**config.mk**
```make
export PLATFORM = sky130hd
export DESIGN_NAME = sactc_front
export DESIGN_NICKNAME = d
export VERILOG_FILES = /design/src/hw/rtl/sactc_pkg.sv /design/src/hw/rtl/sactc_front.sv
export SDC_FILE = /design/constraint.sdc
export NUM_CORES = 1
export LEC_CHECK = 0
export ABC_CLOCK_PERIOD_IN_PS = 6650
export BUFFER_PORTS_ARGS = -buffer_cell sky130_fd_sc_hd__buf_2
export CORE_ASPECT_RATIO = 1.2
export CORE_UTILIZATION = 30
export CTS_BUF_LIST = sky130_fd_sc_hd__clkbuf_8 sky130_fd_sc_hd__clkbuf_16
export CTS_CLUSTER_SIZE = 16
export DETAILED_ROUTE_END_ITERATION = 10
export GPL_TIMING_DRIVEN = 0
export HOLD_SLACK_MARGIN = 0.08
export SYNTH_ARGS = -nofsm -noshare
export SYNTH_HDL_FRONTEND = slang
export SYNTH_SLANG_ARGS = --single-unit
export TNS_END_PERCENT = 100
```
**constraint.sdc**
```tcl
create_clock -name clk -period 6.65 [get_ports clk]
set_clock_uncertainty 0.2 [all_clocks]
set_input_delay 0 -clock clk [delete_from_list [all_inputs] [get_ports clk]]
set_output_delay 0 -clock clk [all_outputs]
set_load 0.005 [all_outputs]
```
**src/hw/rtl/sactc_pkg.sv**
```systemverilog
`timescale 1ns / 1ps
// ---------------------------------------------------------------------------
// sactc_pkg
// Shared types, constants and replacement tables of the cache tag controller.
// ---------------------------------------------------------------------------
package sactc_pkg;

	localparam int WAYS      = 8;
	localparam int SETS      = 64;
	localparam int ADDR_BITS = 32;
	localparam int SET_W     = $clog2(SETS);
	localparam int WAY_W     = 3;
	localparam int AGE_W     = 3;
	localparam int TREE_W    = 7;
	localparam int TAG_W     = ADDR_BITS - SET_W;
	localparam int SHIFT_W   = 3;
	localparam int QDEPTH    = 2;
	localparam int QPTR_W    = $clog2(QDEPTH);
	localparam int QCNT_W    = $clog2(QDEPTH + 1);

	// configuration register indexes
	localparam logic [1:0] CFG_POLICY         = 2'd0;
	localparam logic [1:0] CFG_LINE_SHIFT     = 2'd1;
	localparam logic [1:0] CFG_THRU_MODE      = 2'd2;
	localparam logic [1:0] CFG_WRITE_ALLOCATE = 2'd3;
	localparam int         CFG_IDX_W          = 2;
	localparam int         CFG_DATA_W         = 3;

	localparam logic REQ_WRITE = 1'b1;
	localparam logic POL_TREE  = 1'b1;

	typedef struct packed {
		logic                 req_type;
		logic [ADDR_BITS-1:0] address;
	} req_t;

	typedef struct packed {
		logic             hit;
		logic [WAY_W-1:0] way;
		logic             allocated;
		logic             line_fill;
		logic             dirty_writeback;
		logic             memory_write;
	} rsp_t;

	typedef struct packed {
		logic               policy;
		logic [SHIFT_W-1:0] line_shift;
		logic               thru_mode;
		logic               write_allocate;
	} cfg_t;

	// one classified access between front and back
	typedef struct packed {
		logic             is_write;
		logic [SET_W-1:0] set;
		logic [TAG_W-1:0] tag;
	} qent_t;

	// one set's state, kept as a single memory row
	typedef struct packed {
		logic [TREE_W-1:0]            tree;
		logic [WAYS-1:0][AGE_W-1:0]   ages;
		logic [WAYS-1:0]              dirty;
		logic [WAYS-1:0]              valid;
		logic [WAYS-1:0][TAG_W-1:0]   tags;
	} row_t;

	localparam int ROW_W = $bits(row_t);

	localparam logic [7:0][TREE_W-1:0] PATH_MASK = {
		7'b1010001, 7'b1010001, 7'b1010010, 7'b1010010,
		7'b1100100, 7'b1100100, 7'b1101000, 7'b1101000
	};
	localparam logic [7:0][TREE_W-1:0] PATH_VAL = {
		7'b1010001, 7'b1010000, 7'b1000010, 7'b1000000,
		7'b0100100, 7'b0100000, 7'b0001000, 7'b0000000
	};

endpackage

```
**src/hw/rtl/sactc_front.sv**
```systemverilog
`timescale 1ns / 1ps
// ---------------------------------------------------------------------------
// sactc_front
// Accepts accesses, splits the address into set and tag, and queues them.
// ---------------------------------------------------------------------------
module sactc_front (
	input  logic                                clk,
	input  logic                                arst_n,
	input  logic                                in_valid,
	output logic                                in_ready,
	input  sactc_pkg::req_t                     in_data,
	input  logic [sactc_pkg::SHIFT_W-1:0]       line_shift,
	output logic                                q_valid,
	output sactc_pkg::qent_t                    q_head,
	input  logic                                q_pop
);

	sactc_pkg::qent_t                  ent_q [sactc_pkg::QDEPTH];
	logic [sactc_pkg::QPTR_W-1:0]      wr_ptr_q;
	logic [sactc_pkg::QPTR_W-1:0]      rd_ptr_q;
	logic [sactc_pkg::QCNT_W-1:0]      cnt_q;
	logic                              push;
	logic [sactc_pkg::ADDR_BITS-1:0]   line_addr;
	sactc_pkg::qent_t                  new_ent;

	assign in_ready = (cnt_q != sactc_pkg::QCNT_W'(sactc_pkg::QDEPTH));
	assign push     = in_valid && in_ready;
	assign q_valid  = (cnt_q != '0);
	assign q_head   = ent_q[rd_ptr_q];

	always_comb begin
		line_addr         = in_data.address >> line_shift;
		new_ent.is_write  = (in_data.req_type == sactc_pkg::REQ_WRITE);
		new_ent.set       = line_addr[sactc_pkg::SET_W-1:0];
		new_ent.tag       = line_addr[sactc_pkg::ADDR_BITS-1:sactc_pkg::SET_W];
	end

	always_ff @(posedge clk) begin
		if (push) begin
			ent_q[wr_ptr_q] <= new_ent;
		end
	end

	always_ff @(posedge clk or negedge arst_n) begin
		if (!arst_n) begin
			wr_ptr_q <= '0;
			rd_ptr_q <= '0;
			cnt_q    <= '0;
		end else begin
			if (push) begin
				wr_ptr_q <= wr_ptr_q + 1'b1;
			end
			if (q_pop) begin
				rd_ptr_q <= rd_ptr_q + 1'b1;
			end
			case ({push, q_pop})
				2'b10:   cnt_q <= cnt_q + 1'b1;
				2'b01:   cnt_q <= cnt_q - 1'b1;
				default: cnt_q <= cnt_q;
			endcase
		end
	end

endmodule

```
Word level (Yosys, flattened, before mapping)
Memory sizes are Yosys's and may differ from the RTL's.
Index checks and enable logic that the tools add are counted.

word-level totals
  memory bits (writable) = 66
  output and inout port bits = 35
  flip-flop bits (word level) = 4
  memories kept = 1
  logic and storage cells = 18
  input bits = 40

operators by class
  reductions and logical operators = 3
  shifts and indexed selects = 1
  muxes and demuxes = 3
  $add $sub $neg = 4
  equal/unequal tests = 3

memory list
  memory  words  width  rd ports  clocked after Yosys merged registers in  write ports  line               text
  ent_q   2      33     1         0                                        1            sactc_front.sv:18  sactc_pkg::qent_t ent_q [sactc_pkg::QDEPTH];

operator list
  cell                   number
  $shr A32 B3 Y32        1
  $pmux W2 S2            1
  $reduce_bool A2 Y1     2
  $add A1 B1 Y1 const B  2
  $add A2 B1 Y2 const B  1
  $eq A2 B1 Y1 const B   1
  $eq A2 B2 Y1 const B   1
  $mux W1                2
  $ne A2 B2 Y1 const B   1
  $sub A2 B1 Y2 const B  1
  $logic_and A1 B1 Y1    1

Longest topological paths before layout
  depth after elaboration = 4
  depth in mapped cells = 6
  mapped depth without buffers = 6

Least setup slack after synthesis
OpenSTA, ideal clock, no wires.

  kind = reg-to-reg
  start point = reg cnt_q[0] (netlist bit)
  end point = mem ent_q[0][0] (netlist bit), enable pin
  clock period less this slack = 2.675 ns
  setup time = 0.423 ns
  required time = 6.027 ns
  arrival time = 2.052 ns
  stages on the path, launching flop included = 4
  path slack = 3.975 ns
  buffers on the path = 0
  cell sequence = dfrtp_1 -> nand2b_1 -> nand2_1 -> nor2_1

on the way
  word-level cells in the longest chain between the ends = 4

ends and longest elaborated chain
  what                           line               text
  from (decl)                    sactc_front.sv:21  logic [sactc_pkg::QCNT_W-1:0] cnt_q;
  from (signal assigned)         sactc_front.sv:57  2'b10: cnt_q <= cnt_q + 1'b1;
  from (signal assigned)         sactc_front.sv:58  2'b01: cnt_q <= cnt_q - 1'b1;
  from (signal assigned)         sactc_front.sv:59  default: cnt_q <= cnt_q;
  $ne A2 B2 Y1                   sactc_front.sv:26  assign in_ready = (cnt_q != sactc_pkg::QCNT_W'(sactc_pkg::QDEPTH));
  via in_ready                   sactc_front.sv:10  output logic in_ready,
  $logic_and A1 B1 Y1            sactc_front.sv:27  assign push = in_valid && in_ready;
  $mux W1                        sactc_front.sv:39  if (push) begin
  $mux W1 (implied by the code)  sactc_front.sv:40  ent_q[wr_ptr_q] <= new_ent;
  to (decl)                      sactc_front.sv:18

The timed path passes the listed nets, and every way through them passes these cells.

Worst setup path in the final report
  start point = in line_shift[0] (netlist bit)
  end point = mem ent_q[0][27] (netlist bit) (data pin)

on the way
  word-level cells in the longest chain between the ends = 1

ends and longest elaborated chain
  what                     line               text
  from (decl)              sactc_front.sv:12  input logic [sactc_pkg::SHIFT_W-1:0] line_shift,
  $shr A32 B3 Y32          sactc_front.sv:32  line_addr = in_data.address >> line_shift;
  via line_addr (one bit)  sactc_front.sv:23  logic [sactc_pkg::ADDR_BITS-1:0] line_addr;

The timed path passes the listed nets, and every way through them passes these cells.

==> results.json <==
{
  "h-tree-depth": 3,
  "worst_slack_ns": 3.53,
  "slew-limit-headroom_pct": 45.9,
  "start_util_pct": 31.1,
  "crit_type": "input port to register",
  "syn_nets": 309,
  "firstDrtPassIters": 4,
  "clkTransAtPathRegs_ns": 0.06,
  "track_usage_pct": 14.2,
  "ir_worst_vdd_v": 0.000128,
  "ys_top_cells_by_count": "edfxtp_1, mux2_2, o22ai_1",
  "portBuffers": 72,
  "use_met1_pct": 17.8,
  "leakagePower_nw": 1.90,
  "synth_flop_cell": "edfxtp_1",
  "busiest_layer": "met2",
  "synth_top_family_by_area": "multiplexers",
  "cpMostUsedCell": "dlygate4sd3_1",
  "ctsResizeCount": 0,
  "detailed_place_hpwl_um": 6500,
  "die_h_um": 125,
  "wirelength_um": 8980,
  "pre_cts_slack_ns": 4.72,
  "vias_per_cell": 4.96,
  "crit_buf_inv": 6,
  "cp-end-kind": "register",
  "grt-ovfl-total": 0,
  "met2_usage_pct": 23.4,
  "multi_input_area_um2": 1530,
  "synth_cell_types": 37,
  "gp_congestion": 0.895,
  "io_pins": 75,
  "yosysMostFrequentCell": "edfxtp_1",
  "yosysWarnings": 0,
  "antenna_found_initial": 0,
  "grtUsageMet3_pct": 2.45,
  "cpMaxStageDelayCell": "dlygate4sd3_1",
  "cts_root_buffer": "clkbuf_16",
  "postLayoutCoreUtil_pct": 41.2,
  "synth_cells": 268,
  "synth-seq-cells": 70,
  "yosys-mux-area-fraction_pct": 22.1,
  "area_growth_pct": 32.4,
  "grt_pass1_vias": 2766,
  "drv_cap": 0,
  "min_period_over_period_pct": 47.0,
  "rows": 44,
  "power_density_nw_per_um2": 337,
  "vias": 2716,
  "clk_latency_ns": 0.32,
  "antenna_left": 0,
  "netlist_area_um2": 3780,
  "seq_area_frac_synth_pct": 55.1,
  "drc_errors": 0,
  "synth-edff-count": 66,
  "synth_compound_area_share_pct": 11.2,
  "synthSimpleGateAreaFrac_pct": 5.46,
  "cts_tree": "done",
  "crit_fanout": 10,
  "hold_viol": 0,
  "netlist_top_cells_area": "edfxtp_1, mux2_2, o22ai_1",
  "finalNetCount": 423,
  "grt_max_degree": 34,
  "drv_slew": 0,
  "cts_sinks": 70,
  "core_area_um2": 12200,
  "synthAdderAreaFrac_pct": 0.331,
  "finalSetupViolations": 0,
  "run_status": "finished, final reports clean",
  "hold_class": "input port to register",
  "insertedDiodeCount": 0,
  "crit_chain": "dlygate4sd3_1, buf_6, buf_6, mux2i_1, dlygate4sd3_1, o22ai_1, dlygate4sd3_1, a221o_1, dlygate4sd3_1",
  "clockBufferDepth": 2,
  "fmax_mhz": 320,
  "yosysTopAreaCellShare_pct": 52.4,
  "cpPeakStageDelay_ns": 0.57,
  "postSynthAreaPerCell_um2": 14.1,
  "drt_iter0_markers": 174,
  "wl_per_cell_um": 16.4,
  "yosys.area.top_type": "edfxtp_1",
  "postSynth.asyncResetShare_pct": 5.71,
  "arrival_ns": 3.00,
  "n_fill_cell": 1124,
  "yosys.area_share.xor_xnor_pct": 1.16,
  "numCtsBuffers": 9,
  "period_needed_ns": 3.12,
  "grt_pass1_wl_um": 14200,
  "startpoint_type": "input port",
  "tightest_slew_ns": 0.811,
  "dieArea_um2": 13100,
  "rsz0062_at_grt": "no",
  "seq_area_um2": 2080,
  "critPathTopFamily": "buffers and inverters",
  "dieWidth_um": 104,
  "drive_gt1_share_pct": 44.2,
  "setup_tns_ns": 0,
  "required_ns": 6.53
}
==> worst reg2reg max path, cell delays in order, from the launching register on <==
cell      delay (ns)
dfrtp_1         0.41
nand2b_1        0.16
and3_2          0.73
==> registers in the layout (all words and copies together) (netlist names) <==
signal,count
cnt_q,2
wr_ptr_q,1
rd_ptr_q,1
ent_q,66
==> timing repair <==
action,CTS,global route
buffers inserted,0,0
hold buffers,30,0
hold endpoints to repair,46,0
==> metal layers <==
layer / part of all wire [%] / vias to the layer above
met1: 45 / 1306
met4: 2.5 / 0
met3: 4.0 / 15
li1: - / 1310
met2: 48 / 85
met5: 0 / -
==> kinds of logic (layout without fill, tap and decap cells) <==
kind of cell,Yosys count,count (layout)
muxes,75,75
DFF,70,70
AOI/OAI and AO/OA,56,56
and+or+nand+nor,41,41
buffers and inverters,20,139
xor gates and xnor gates,5,5
adders and majority gates,1,1
==> cell type report <==
type / instances / share of cell area [%]
plain buffers: 20 / 3.57
clock buffers: 9 / 4.50
clock inverters: 7 / 2.05
multi-input cells: 178 / 30.5
flip-flops and latches: 70 / 41.6
well taps: 161 / 4.02
repair buffers: 103 / 13.7
==> per-stage QoR <==
step | hold slack, ns | cells | power [W] | area (um2)
finish | 0.0941 | 548 | 0.00169 | 5010
detailed placement | -0.393 | 502 | 0.00118 | 4380
CTS | 0.0806 | 548 | 0.00172 | 5010
floorplan | -0.496 | 268 | 0.000964 | 3780
global route | 0.0902 | 548 | 0.00178 | 5010
global placement | -0.393 | 501 | 0.00116 | 4340
==> power by group <==
part / total (W) / leakage [nW] / internal (W) / switching (W)
combinational: 0.000527 / 1.09 / 0.000265 / 0.000262
sequential: 0.000645 / 0.657 / 0.000617 / 0.0000283
clock: 0.000515 / 0.157 / 0.000332 / 0.000182
==> worst paths after layout <==
path / start / end / slack [ns] / cells past startpoint
max in group asynchronous: arst_n / cnt_q[0] / 5.73 / 3
setup / recovery: line_shift[0] / ent_q[0][27] / 3.53 / 9
hold / removal: in_data[27] / ent_q[0][17] / 0.09 / 4
setup reg to reg: cnt_q[0] / ent_q[1][25] / 4.76 / 2
hold reg to reg: cnt_q[1] / cnt_q[1] / 0.30 / 1
min in group asynchronous: arst_n / wr_ptr_q / 0.36 / 3
==> cell usage in the layout, fill, tap and decap left out, types with 4 or more instances in the layout <==
cell	netlist	routed
mux2i_1	19	19
buf_4	4	4
clkbuf_16	0	9
buf_2	7	79
dfrtp_1	4	4
mux2_2	52	52
dlygate4sd3_1	0	30
mux2_4	4	4
nand2b_1	5	5
a221oi_1	6	6
edfxtp_1	66	66
a211oi_1	5	5
o22ai_1	32	32
nor2_1	19	18
a221o_1	4	4
buf_6	4	4
Note: power is estimated with default switching activity, not from simulation.
